## src/hdl/gbn_pkg.sv

```systemverilog
// ----------------------------------------------------------------------------
// gbn_pkg
// Shared types and codes of the go-back-N sender window.
// ----------------------------------------------------------------------------
package gbn_pkg;

  localparam int unsigned LEN_W  = 13;  // internal segment length, bounded by the window
  localparam int unsigned CIDX_W = 2;

  typedef logic [2:0] code_t;

  // operation codes
  localparam code_t OP_START = 3'd0;
  localparam code_t OP_TICK  = 3'd1;
  localparam code_t OP_ACK   = 3'd2;
  localparam code_t OP_FIN   = 3'd3;
  localparam code_t OP_OTHER = 3'd4;
  localparam code_t OP_RTO   = 3'd5;

  // result kinds
  localparam code_t KIND_SEND    = 3'd0;
  localparam code_t KIND_DONE    = 3'd1;
  localparam code_t KIND_CLOSED  = 3'd2;
  localparam code_t KIND_GAVE_UP = 3'd3;
  localparam code_t KIND_DROPPED = 3'd4;
  localparam code_t KIND_ACCEPT  = 3'd5;
  localparam code_t KIND_NONE    = 3'd6;

  // configuration register indexes
  localparam logic [CIDX_W-1:0] REG_TOTAL_LENGTH  = 2'd0;
  localparam logic [CIDX_W-1:0] REG_WINDOW_BYTES  = 2'd1;
  localparam logic [CIDX_W-1:0] REG_TIMEOUT_TICKS = 2'd2;
  localparam logic [CIDX_W-1:0] REG_MAX_IDLE      = 2'd3;

  typedef enum logic [1:0] {
    PH_IDLE     = 2'd0,
    PH_SENDING  = 2'd1,
    PH_FINISHED = 2'd2
  } phase_e;

  typedef struct packed {
    logic  latch;       // take the input word
    logic  restart;     // clear transfer state, enter sending
    logic  rewind;      // timeout: free all slots, resend from acked point
    logic  scan_clr;
    logic  scan_inc;
    logic  ack_free;    // free scanned slot if its sequence is covered
    logic  ack_update;
    logic  rto_inc;
    logic  finish;
    logic  len_load;
    logic  push;
    code_t kind;
    logic  flush;
  } gbn_cmd_t;

  typedef struct packed {
    code_t op;
    logic  sending;
    logic  drop_ack;
    logic  tick_hit;
    logic  scan_last;
    logic  done_cond;
    logic  idle_hit;
    logic  fill_ok;
    logic  can_push;
    logic  can_flush;
  } gbn_sts_t;

endpackage

```

## src/hdl/gbn_dp.sv

```systemverilog
// ----------------------------------------------------------------------------
// gbn_dp
// Datapath: configuration, counters, slot ring, segment math and result queue.
// ----------------------------------------------------------------------------
module gbn_dp import gbn_pkg::*; #(
  parameter int unsigned SLOT_COUNT  = 8,
  parameter int unsigned MAX_PAYLOAD = 1024
) (
  input  logic              clk_i,
  input  logic              rst_ni,
  input  logic              cfg_valid_i,
  input  logic [CIDX_W-1:0] cfg_index_i,
  input  logic [31:0]       cfg_data_i,
  input  logic [2:0]        operation_i,
  input  logic [31:0]       ack_number_i,
  input  gbn_cmd_t          cmd_i,
  output gbn_sts_t          sts_o,
  output logic              out_valid_o,
  input  logic              out_stall_i,
  output logic [2:0]        kind_o,
  output logic [31:0]       segment_offset_o,
  output logic [10:0]       segment_length_o,
  output logic [31:0]       sequence_number_o,
  output logic              end_of_file_o,
  output logic              last_result_o
);

  localparam int unsigned SLOT_W = (SLOT_COUNT > 1) ? $clog2(SLOT_COUNT) : 1;
  localparam logic [SLOT_W-1:0] SLOT_LAST = SLOT_W'(SLOT_COUNT - 1);

  typedef struct packed {
    code_t       kind;
    logic [31:0] off;
    logic [10:0] len;
    logic [31:0] seq;
    logic        eof;
  } res_t;

  logic [31:0]           total_q;
  logic [12:0]           window_q;
  logic [15:0]           timeout_q;
  logic [15:0]           max_idle_q;
  code_t                 op_q;
  logic [31:0]           ack_q;
  logic [31:0]           acked_q;
  logic [LEN_W-1:0]      outst_q;
  logic [31:0]           prev_q;
  logic [15:0]           idle_q;
  logic [SLOT_COUNT-1:0] free_q;
  logic [SLOT_W-1:0]     wslot_q;
  logic [31:0]           tick_q;
  phase_e                phase_q;
  logic [SLOT_W-1:0]     scan_q;
  logic [31:0]           rd_seq_q;
  logic [31:0]           rd_tick_q;
  logic [LEN_W-1:0]      len_q;
  logic [31:0]           off_q;
  logic                  pend_v_q;
  res_t                  pend_q;
  logic                  out_v_q;
  res_t                  out_q;
  logic                  last_q;

  logic [31:0] mem_seq  [SLOT_COUNT];
  logic [31:0] mem_tick [SLOT_COUNT];

  logic [32:0]      sum;
  logic [31:0]      avail;
  logic [31:0]      remain;
  logic [31:0]      len_a;
  logic [31:0]      len_b;
  logic [31:0]      seq;
  logic             scan_busy;
  res_t             new_res;

  assign sum    = {1'b0, acked_q} + 33'(outst_q);
  assign avail  = 32'(window_q - 13'(outst_q));
  assign remain = total_q - sum[31:0];
  assign len_a  = (avail > 32'(MAX_PAYLOAD)) ? 32'(MAX_PAYLOAD) : avail;
  assign len_b  = (len_a > remain) ? remain : len_a;
  assign seq    = off_q + 32'(len_q);
  assign scan_busy = !free_q[scan_q];

  always_comb begin
    new_res = '0;
    new_res.kind = cmd_i.kind;
    if (cmd_i.kind == KIND_SEND) begin
      new_res.off = off_q;
      new_res.len = len_q[10:0];
      new_res.seq = seq;
      new_res.eof = (seq >= total_q);
    end
  end

  always_comb begin
    sts_o.op        = op_q;
    sts_o.sending   = (phase_q == PH_SENDING);
    sts_o.drop_ack  = ({1'b0, ack_q} > sum) || (ack_q < prev_q);
    sts_o.tick_hit  = scan_busy && ((tick_q - rd_tick_q) > {16'd0, timeout_q});
    sts_o.scan_last = (scan_q == SLOT_LAST);
    sts_o.done_cond = (acked_q >= total_q) && (acked_q != '0) && (total_q != '0);
    sts_o.idle_hit  = (idle_q == max_idle_q);
    sts_o.fill_ok   = (sum < {1'b0, total_q}) && (13'(outst_q) < window_q)
                      && free_q[wslot_q];
    sts_o.can_push  = !pend_v_q || !out_v_q || !out_stall_i;
    sts_o.can_flush = !out_v_q || !out_stall_i;
  end

  // configuration registers
  always_ff @(posedge clk_i or negedge rst_ni) begin
    if (!rst_ni) begin
      total_q    <= '0;
      window_q   <= 13'd4096;
      timeout_q  <= 16'd500;
      max_idle_q <= 16'd10;
    end else if (cfg_valid_i) begin
      unique case (cfg_index_i)
        REG_TOTAL_LENGTH:  total_q    <= cfg_data_i;
        REG_WINDOW_BYTES:  window_q   <= cfg_data_i[12:0];
        REG_TIMEOUT_TICKS: timeout_q  <= cfg_data_i[15:0];
        REG_MAX_IDLE:      max_idle_q <= cfg_data_i[15:0];
        default: ;
      endcase
    end
  end

  // slot ring memories
  always_ff @(posedge clk_i) begin
    if (cmd_i.push && cmd_i.kind == KIND_SEND) begin
      mem_seq[wslot_q]  <= seq;
      mem_tick[wslot_q] <= tick_q;
    end
    rd_seq_q  <= mem_seq[scan_q];
    rd_tick_q <= mem_tick[scan_q];
  end

  always_ff @(posedge clk_i) begin
    if (cmd_i.latch) begin
      op_q  <= operation_i;
      ack_q <= ack_number_i;
    end
    if (cmd_i.len_load) begin
      len_q <= len_b[LEN_W-1:0];
      off_q <= sum[31:0];
    end
  end

  always_ff @(posedge clk_i or negedge rst_ni) begin
    if (!rst_ni) begin
      acked_q <= '0;
      outst_q <= '0;
      prev_q  <= '0;
      idle_q  <= '0;
      free_q  <= '1;
      wslot_q <= '0;
      tick_q  <= '0;
      phase_q <= PH_IDLE;
      scan_q  <= '0;
    end else begin
      if (cmd_i.latch && operation_i == OP_TICK) tick_q <= tick_q + 32'd1;
      if (cmd_i.restart) begin
        acked_q <= '0;
        outst_q <= '0;
        prev_q  <= '0;
        idle_q  <= '0;
        free_q  <= '1;
        wslot_q <= '0;
        phase_q <= PH_SENDING;
      end
      if (cmd_i.rewind) begin
        outst_q <= '0;
        free_q  <= '1;
        wslot_q <= '0;
      end
      if (cmd_i.scan_clr) scan_q <= '0;
      else if (cmd_i.scan_inc) scan_q <= scan_q + SLOT_W'(1);
      if (cmd_i.ack_free && scan_busy && rd_seq_q <= ack_q) free_q[scan_q] <= 1'b1;
      if (cmd_i.ack_update) begin
        outst_q <= outst_q - LEN_W'(ack_q - prev_q);
        acked_q <= ack_q;
        prev_q  <= ack_q;
        idle_q  <= '0;
      end
      if (cmd_i.rto_inc) idle_q <= idle_q + 16'd1;
      if (cmd_i.finish) phase_q <= PH_FINISHED;
      if (cmd_i.push && cmd_i.kind == KIND_SEND) begin
        outst_q         <= outst_q + len_q;
        free_q[wslot_q] <= 1'b0;
        wslot_q         <= (wslot_q == SLOT_LAST) ? '0 : wslot_q + SLOT_W'(1);
      end
    end
  end

  // one result held back until the next one shows whether it is the last
  always_ff @(posedge clk_i or negedge rst_ni) begin
    if (!rst_ni) begin
      pend_v_q <= 1'b0;
      out_v_q  <= 1'b0;
    end else begin
      if (out_v_q && !out_stall_i) out_v_q <= 1'b0;
      if (cmd_i.push) begin
        pend_v_q <= 1'b1;
        if (pend_v_q) out_v_q <= 1'b1;
      end
      if (cmd_i.flush) begin
        pend_v_q <= 1'b0;
        out_v_q  <= 1'b1;
      end
    end
  end

  always_ff @(posedge clk_i) begin
    if (cmd_i.push) begin
      pend_q <= new_res;
      if (pend_v_q) begin
        out_q  <= pend_q;
        last_q <= 1'b0;
      end
    end
    if (cmd_i.flush) begin
      if (pend_v_q) begin
        out_q <= pend_q;
      end else begin
        out_q <= '{kind: KIND_NONE, default: '0};
      end
      last_q <= 1'b1;
    end
  end

  assign out_valid_o       = out_v_q;
  assign kind_o            = out_q.kind;
  assign segment_offset_o  = out_q.off;
  assign segment_length_o  = out_q.len;
  assign sequence_number_o = out_q.seq;
  assign end_of_file_o     = out_q.eof;
  assign last_result_o     = last_q;

endmodule

```

## src/hdl/gbn_ctrl.sv

```systemverilog
// ----------------------------------------------------------------------------
// gbn_ctrl
// Sequencer: decodes an event and steps the datapath through scans and fills.
// ----------------------------------------------------------------------------
module gbn_ctrl import gbn_pkg::*; (
  input  logic     clk_i,
  input  logic     rst_ni,
  input  logic     in_valid_i,
  output logic     in_stall_o,
  input  gbn_sts_t sts_i,
  output gbn_cmd_t cmd_o
);

  typedef enum logic [11:0] {
    S_IDLE    = 12'b0000_0000_0001,
    S_DECODE  = 12'b0000_0000_0010,
    S_TRD     = 12'b0000_0000_0100,
    S_TCHK    = 12'b0000_0000_1000,
    S_ARD     = 12'b0000_0001_0000,
    S_ACHK    = 12'b0000_0010_0000,
    S_AUPD    = 12'b0000_0100_0000,
    S_ADONE   = 12'b0000_1000_0000,
    S_IDLECHK = 12'b0001_0000_0000,
    S_FCHK    = 12'b0010_0000_0000,
    S_FEMIT   = 12'b0100_0000_0000,
    S_FLUSH   = 12'b1000_0000_0000
  } state_e;

  state_e state_q, state_d;

  assign in_stall_o = (state_q != S_IDLE);

  always_comb begin
    state_d = state_q;
    cmd_o   = '0;
    unique case (state_q)
      S_IDLE: begin
        if (in_valid_i) begin
          cmd_o.latch = 1'b1;
          state_d     = S_DECODE;
        end
      end
      S_DECODE: begin
        cmd_o.scan_clr = 1'b1;
        if (sts_i.op == OP_START) begin
          cmd_o.restart = 1'b1;
          state_d       = S_FCHK;
        end else if (!sts_i.sending) begin
          state_d = S_FLUSH;
        end else begin
          case (sts_i.op)
            OP_TICK: state_d = S_TRD;
            OP_ACK: begin
              if (sts_i.drop_ack) begin
                cmd_o.push = 1'b1;
                cmd_o.kind = KIND_DROPPED;
                state_d    = S_FLUSH;
              end else begin
                state_d = S_ARD;
              end
            end
            OP_FIN: begin
              cmd_o.finish = 1'b1;
              cmd_o.push   = 1'b1;
              cmd_o.kind   = KIND_CLOSED;
              state_d      = S_FLUSH;
            end
            OP_RTO: begin
              cmd_o.rto_inc = 1'b1;
              state_d       = S_IDLECHK;
            end
            default: state_d = S_FLUSH;
          endcase
        end
      end
      S_TRD: state_d = S_TCHK;
      S_TCHK: begin
        // lowest timed-out slot rewinds the whole window
        if (sts_i.tick_hit) begin
          cmd_o.rewind = 1'b1;
          state_d      = S_FCHK;
        end else if (sts_i.scan_last) begin
          state_d = S_FLUSH;
        end else begin
          cmd_o.scan_inc = 1'b1;
          state_d        = S_TRD;
        end
      end
      S_ARD: state_d = S_ACHK;
      S_ACHK: begin
        cmd_o.ack_free = 1'b1;
        if (sts_i.scan_last) begin
          state_d = S_AUPD;
        end else begin
          cmd_o.scan_inc = 1'b1;
          state_d        = S_ARD;
        end
      end
      S_AUPD: begin
        cmd_o.ack_update = 1'b1;
        cmd_o.push       = 1'b1;
        cmd_o.kind       = KIND_ACCEPT;
        state_d          = S_ADONE;
      end
      S_ADONE: begin
        if (!sts_i.done_cond) begin
          state_d = S_FCHK;
        end else if (sts_i.can_push) begin
          cmd_o.finish = 1'b1;
          cmd_o.push   = 1'b1;
          cmd_o.kind   = KIND_DONE;
          state_d      = S_FLUSH;
        end
      end
      S_IDLECHK: begin
        if (sts_i.idle_hit) begin
          cmd_o.finish = 1'b1;
          cmd_o.push   = 1'b1;
          cmd_o.kind   = KIND_GAVE_UP;
        end
        state_d = S_FLUSH;
      end
      S_FCHK: begin
        if (sts_i.fill_ok) begin
          cmd_o.len_load = 1'b1;
          state_d        = S_FEMIT;
        end else begin
          state_d = S_FLUSH;
        end
      end
      S_FEMIT: begin
        if (sts_i.can_push) begin
          cmd_o.push = 1'b1;
          cmd_o.kind = KIND_SEND;
          state_d    = S_FCHK;
        end
      end
      S_FLUSH: begin
        if (sts_i.can_flush) begin
          cmd_o.flush = 1'b1;
          state_d     = S_IDLE;
        end
      end
      default: state_d = S_IDLE;
    endcase
  end

  always_ff @(posedge clk_i or negedge rst_ni) begin
    if (!rst_ni) state_q <= S_IDLE;
    else         state_q <= state_d;
  end

endmodule

```

## src/hdl/go_back_n_sender_window.sv

```systemverilog
// ----------------------------------------------------------------------------
// go_back_n_sender_window
// Byte-based go-back-N sender window: one event word in, a burst of results out.
// ----------------------------------------------------------------------------
// One event word is taken at a time; the next is taken once the last result of
// the current one has entered the output register. A tick or an accepted ACK walks
// the slot ring through the registered read port of the slot memories before any
// segments are sent. Output stall delays the sequencer on a push only when two
// results are already queued, and on the flush whenever the output is held.
// ----------------------------------------------------------------------------
module go_back_n_sender_window import gbn_pkg::*; #(
  parameter int unsigned SLOT_COUNT  = 8,
  parameter int unsigned MAX_PAYLOAD = 1024
) (
  input  logic              clk_i,
  input  logic              rst_ni,
  input  logic              cfg_valid_i,
  output logic              cfg_ready_o,
  input  logic [CIDX_W-1:0] cfg_index_i,
  input  logic [31:0]       cfg_data_i,
  input  logic              in_valid_i,
  output logic              in_stall_o,
  input  logic [2:0]        operation_i,
  input  logic [31:0]       ack_number_i,
  output logic              out_valid_o,
  input  logic              out_stall_i,
  output logic [2:0]        kind_o,
  output logic [31:0]       segment_offset_o,
  output logic [10:0]       segment_length_o,
  output logic [31:0]       sequence_number_o,
  output logic              end_of_file_o,
  output logic              last_result_o
);

  gbn_cmd_t cmd;
  gbn_sts_t sts;

  assign cfg_ready_o = 1'b1;

  gbn_ctrl u_ctrl (
    .clk_i      (clk_i),
    .rst_ni     (rst_ni),
    .in_valid_i (in_valid_i),
    .in_stall_o (in_stall_o),
    .sts_i      (sts),
    .cmd_o      (cmd)
  );

  gbn_dp #(
    .SLOT_COUNT  (SLOT_COUNT),
    .MAX_PAYLOAD (MAX_PAYLOAD)
  ) u_dp (
    .clk_i             (clk_i),
    .rst_ni            (rst_ni),
    .cfg_valid_i       (cfg_valid_i),
    .cfg_index_i       (cfg_index_i),
    .cfg_data_i        (cfg_data_i),
    .operation_i       (operation_i),
    .ack_number_i      (ack_number_i),
    .cmd_i             (cmd),
    .sts_o             (sts),
    .out_valid_o       (out_valid_o),
    .out_stall_i       (out_stall_i),
    .kind_o            (kind_o),
    .segment_offset_o  (segment_offset_o),
    .segment_length_o  (segment_length_o),
    .sequence_number_o (sequence_number_o),
    .end_of_file_o     (end_of_file_o),
    .last_result_o     (last_result_o)
  );

endmodule

```

## config.mk

```make
export PLATFORM = sky130hd
export DESIGN_NAME = go_back_n_sender_window
export DESIGN_NICKNAME = d
export VERILOG_FILES = /design/src/hdl/gbn_pkg.sv /design/src/hdl/gbn_dp.sv /design/src/hdl/gbn_ctrl.sv /design/src/hdl/go_back_n_sender_window.sv
export SDC_FILE = /design/constraint.sdc
export NUM_CORES = 2
export LEC_CHECK = 0
export ABC_CLOCK_PERIOD_IN_PS = 12200
export BUFFER_PORTS_ARGS = -buffer_cell sky130_fd_sc_hd__buf_2
export CAP_MARGIN = 20
export CORE_UTILIZATION = 45
export DETAILED_ROUTE_END_ITERATION = 16
export RECOVER_POWER = 100
export SYNTH_ARGS = -nofsm -noshare
export SYNTH_HDL_FRONTEND = slang
export SYNTH_SLANG_ARGS = --single-unit
export TNS_END_PERCENT = 50
```

## constraint.sdc

```tcl
create_clock -name clk_i -period 12.2 [get_ports clk_i]
set_input_delay 0 -clock clk_i [delete_from_list [all_inputs] [get_ports clk_i]]
set_output_delay 0 -clock clk_i [all_outputs]
set_load 0.01 [all_outputs]
```

==> results.py <==
metrics = {
    "critical_path": {
        "slowest_delay_ns": 1.68,
        "cpMaxStageDelayCell": "clkbuf_1",
        "cp_max_fo": 75,
        "cp_common_cell": "a21oi_1",
        "critPathKind": "reg2reg",
        "crit_family": "compound AO/OA/AOI/OAI gates",
        "cp-start-kind": "flip-flop",
        "arrival_ns": 9.74,
        "end_kind": "flip-flop",
        "worstPathRequired_ns": 12.55,
        "timing.rr.start": "u_dp.outst_q[0]",
        "critPathLaunch": "u_dp.outst_q[0]",
        "critPathBufInv": 4,
    },
    "logic_synthesis": {
        "synth_cells": 3983,
        "syn_area_sq_um": 49500,
        "yosys.area.top_type": "edfxtp_1",
        "synth.most_common_cell": "edfxtp_1",
        "synthFlopType": "edfxtp_1",
        "synth_common_cells": "edfxtp_1 (750), ha_1 (369), inv_1 (266), a22oi_1 (263), nand2_1 (193)",
        "synth_cell_types": 95,
        "avgSynthCellArea_sq_um": 12.4,
        "synth_edf_count": 750,
        "synthTopCellsByArea": "edfxtp_1 (45%), ha_1 (9.3%), dfrtp_1 (9.2%)",
        "ys_seq_area_share_pct": 58.3,
        "synth_top_area_share_pct": 45.5,
        "ys_warn_count": 0,
        "synth_seq_cells": 1015,
        "async_flop_share_pct": 19.7,
    },
    "sta": {
        "setup_viol": 0,
        "hold_viol": 0,
        "tns_ns": 0,
        "rsz0062_at_grt": "false",
        "fin_crit_ns": 9.39,
        "timing.final.ws_setup_ns": 2.81,
        "worst_pin_slew_ns": 4.48,
        "finClkSkew_ns": 0.0454,
        "fin_crit_sh_pct": 77.0,
        "max_freq_mhz": 107,
        "drv_slew": 1077,
        "max-slew-margin-rel_pct": -198,
    },
    "clock_tree": {
        "cts_tree": "built",
        "cts_made_buffers": 105,
        "clkTransAtPathRegs_ns": 0.07,
        "htreeDepth": 3,
        "worstSkewPairLatency_ns": 0.73,
        "clk_path_buf_depth": 3,
        "cts_num_sinks": 1015,
        "ctsResizeCount": 0,
        "cts_root_buf": "clkbuf_16",
        "post_cts_buffers": 0,
    },
    "pwr": {
        "vdd_drop_max_uv": 116,
        "p_leak_nw": 21.9,
        "power.density_nw_per_um2": 175,
    },
    "placed_design": {
        "gp_congestion": 0.989,
        "portBuffers": 155,
        "hpwlAfterDp_um": 95000,
        "postPlaceCellArea_sq_um": 52300,
        "pre_cts_ws_ns": 4.56,
        "placed_cells": 5515,
    },
    "floorplanning": {
        "initial_core_util_pct": 45.4,
        "die_area_sq_um": 111000,
        "dieHeight_um": 334,
        "io_pins": 157,
        "rows": 121,
        "fp.dieW_um": 334,
        "core_sq_um": 109000,
    },
    "routing": {
        "drt-initial-drc-count": 2544,
        "wire_per_inst_um": 23.8,
        "route.vias.total": 33434,
        "wl_um": 138000,
        "drc_errors": 0,
        "dr.pass1.iters": 6,
        "drtAntennaViolNets": 0,
        "viasPerCell": 5.75,
    },
    "outcome": {
        "status": "complete, but fails checks",
        "violations": "max-capacitance violations, max-slew violations",
    },
    "worst_hold_path": {
        "hold_class": "in2reg",
        "worst_hold_startpoint": "cfg_data_i[17]",
    },
    "final_layout": {
        "area.sequential_sq_um": 28900,
        "fin_nets": 4769,
        "multi_input_area_sq_um": 19300,
        "drive_gt1_share_pct": 8.32,
        "fin_area_sq_um": 56500,
        "area_delta_synth_final_pct": 14.1,
        "fill_cells": 9543,
        "finalNonFillerCells": 5816,
    },
    "flow_run": {
        "maxCapViolCount": 27,
    },
    "global_routing": {
        "grt_util_all_layers_pct": 24.5,
        "grt_max_degree": 76,
        "first_global_vias": 32938,
        "grt_pass1_wl_um": 205000,
        "grt.overflow.total": 0,
        "antenna_found_initial": 5,
    },
}
## state kept, by name, summed over array words and instances, names as in the netlist, 8 cells and up
signal                  count
u_ctrl.state_q             12
u_dp.ack_q                 32
u_dp.acked_q               32
u_dp.free_q                 8
u_dp.idle_q                16
u_dp.len_q                 13
u_dp.max_idle_q            16
u_dp.mem_seq              256
u_dp.mem_tick             256
u_dp.off_q                 32
u_dp.outst_q               13
u_dp.pend_q                79
u_dp.rd_seq_q              32
u_dp.rd_tick_q             32
u_dp.segment_length_o      11
u_dp.segment_offset_o      32
u_dp.sequence_number_o     32
u_dp.tick_q                32
u_dp.timeout_q             16
u_dp.total_q               32
u_dp.window_q              13
## report_power, final
part	switching [mW]	leakage, nW	total [mW]	internal, mW
Combinational	1.43	10.2	2.38	0.953
Clock	1.41	1.77	3.35	1.95
Sequential	0.232	9.92	4.18	3.95
## final cells by class
class | instances | area share, %
Multi-Input combinational cell | 2596 | 34.1
Clock inverter | 68 | 1.50
Clock buffer | 132 | 4.97
Tap cell | 1414 | 3.13
Sequential cell | 1015 | 51.1
Timing Repair Buffer | 324 | 3.50
Antenna cell | 1 | 0.00443
Inverter | 266 | 1.77
## metal layers
metal  global-route usage (%)  part of all wire, %
met1                     33.5                   44
met2                     39.7                   46
met3                     3.11                  5.3
met4                     9.84                  4.1
met5                        0                    0
## layout by cell type, fill, tap and decap left out, types with 104 or more instances in the layout
master	count
ha_1	369
nor2_1	140
nand4_1	128
xnor2_1	114
nor2b_1	118
a21o_1	104
o21ai_0	172
a22oi_1	263
inv_1	266
clkbuf_1	163
nand2_1	194
dfrtp_1	182
a21oi_1	161
clkbuf_16	106
edfxtp_1	750
## through the flow
step	power, mW	hold slack (ns)	util (%)
floorplan	5.81	-0.296	-
global placement	6.56	0.0213	48.0
detailed placement	6.59	0.0277	48.0
CTS	9.97	0.00229	52.3
global route	10.4	0.0519	51.8
finish	9.91	0.0494	51.8
## kinds of logic after synthesis
kind of cell    synth area share [%]
flops                           58.3
mux                             1.29
fa+ha+maj                       10.1
compound gates                  13.1
buf+inv                         3.03
xor+xnor                        3.22
other cells                   0.0152
simple gates                    11.0
## worst paths after layout
check / to / cells after the start / slack (ns)
worst min register to register: u_dp.rd_tick_q[23] / 2 / 0.47
worst max-delay path: u_dp.sequence_number_o[29] / 26 / 2.81
min in group asynchronous: u_dp.timeout_q[6] / 3 / 0.79
worst max register to register: u_dp.sequence_number_o[29] / 26 / 2.81
max in group asynchronous: u_dp.total_q[27] / 5 / 5.18
worst min-delay path: u_dp.total_q[17] / 4 / 0.05
## tightest hold or removal path, cell delays in order
cell and delay (ns):
dlygate4sd3_1 0.52, buf_2 0.09, nand2_1 0.04, o21ai_0 0.06
## what timing repair did
action	4_1_cts	5_1_grt
hold endpoints to repair	203	0
setup endpoints to repair	0	0
hold buffers	99	0
Power figures use the tool's default switching activity.
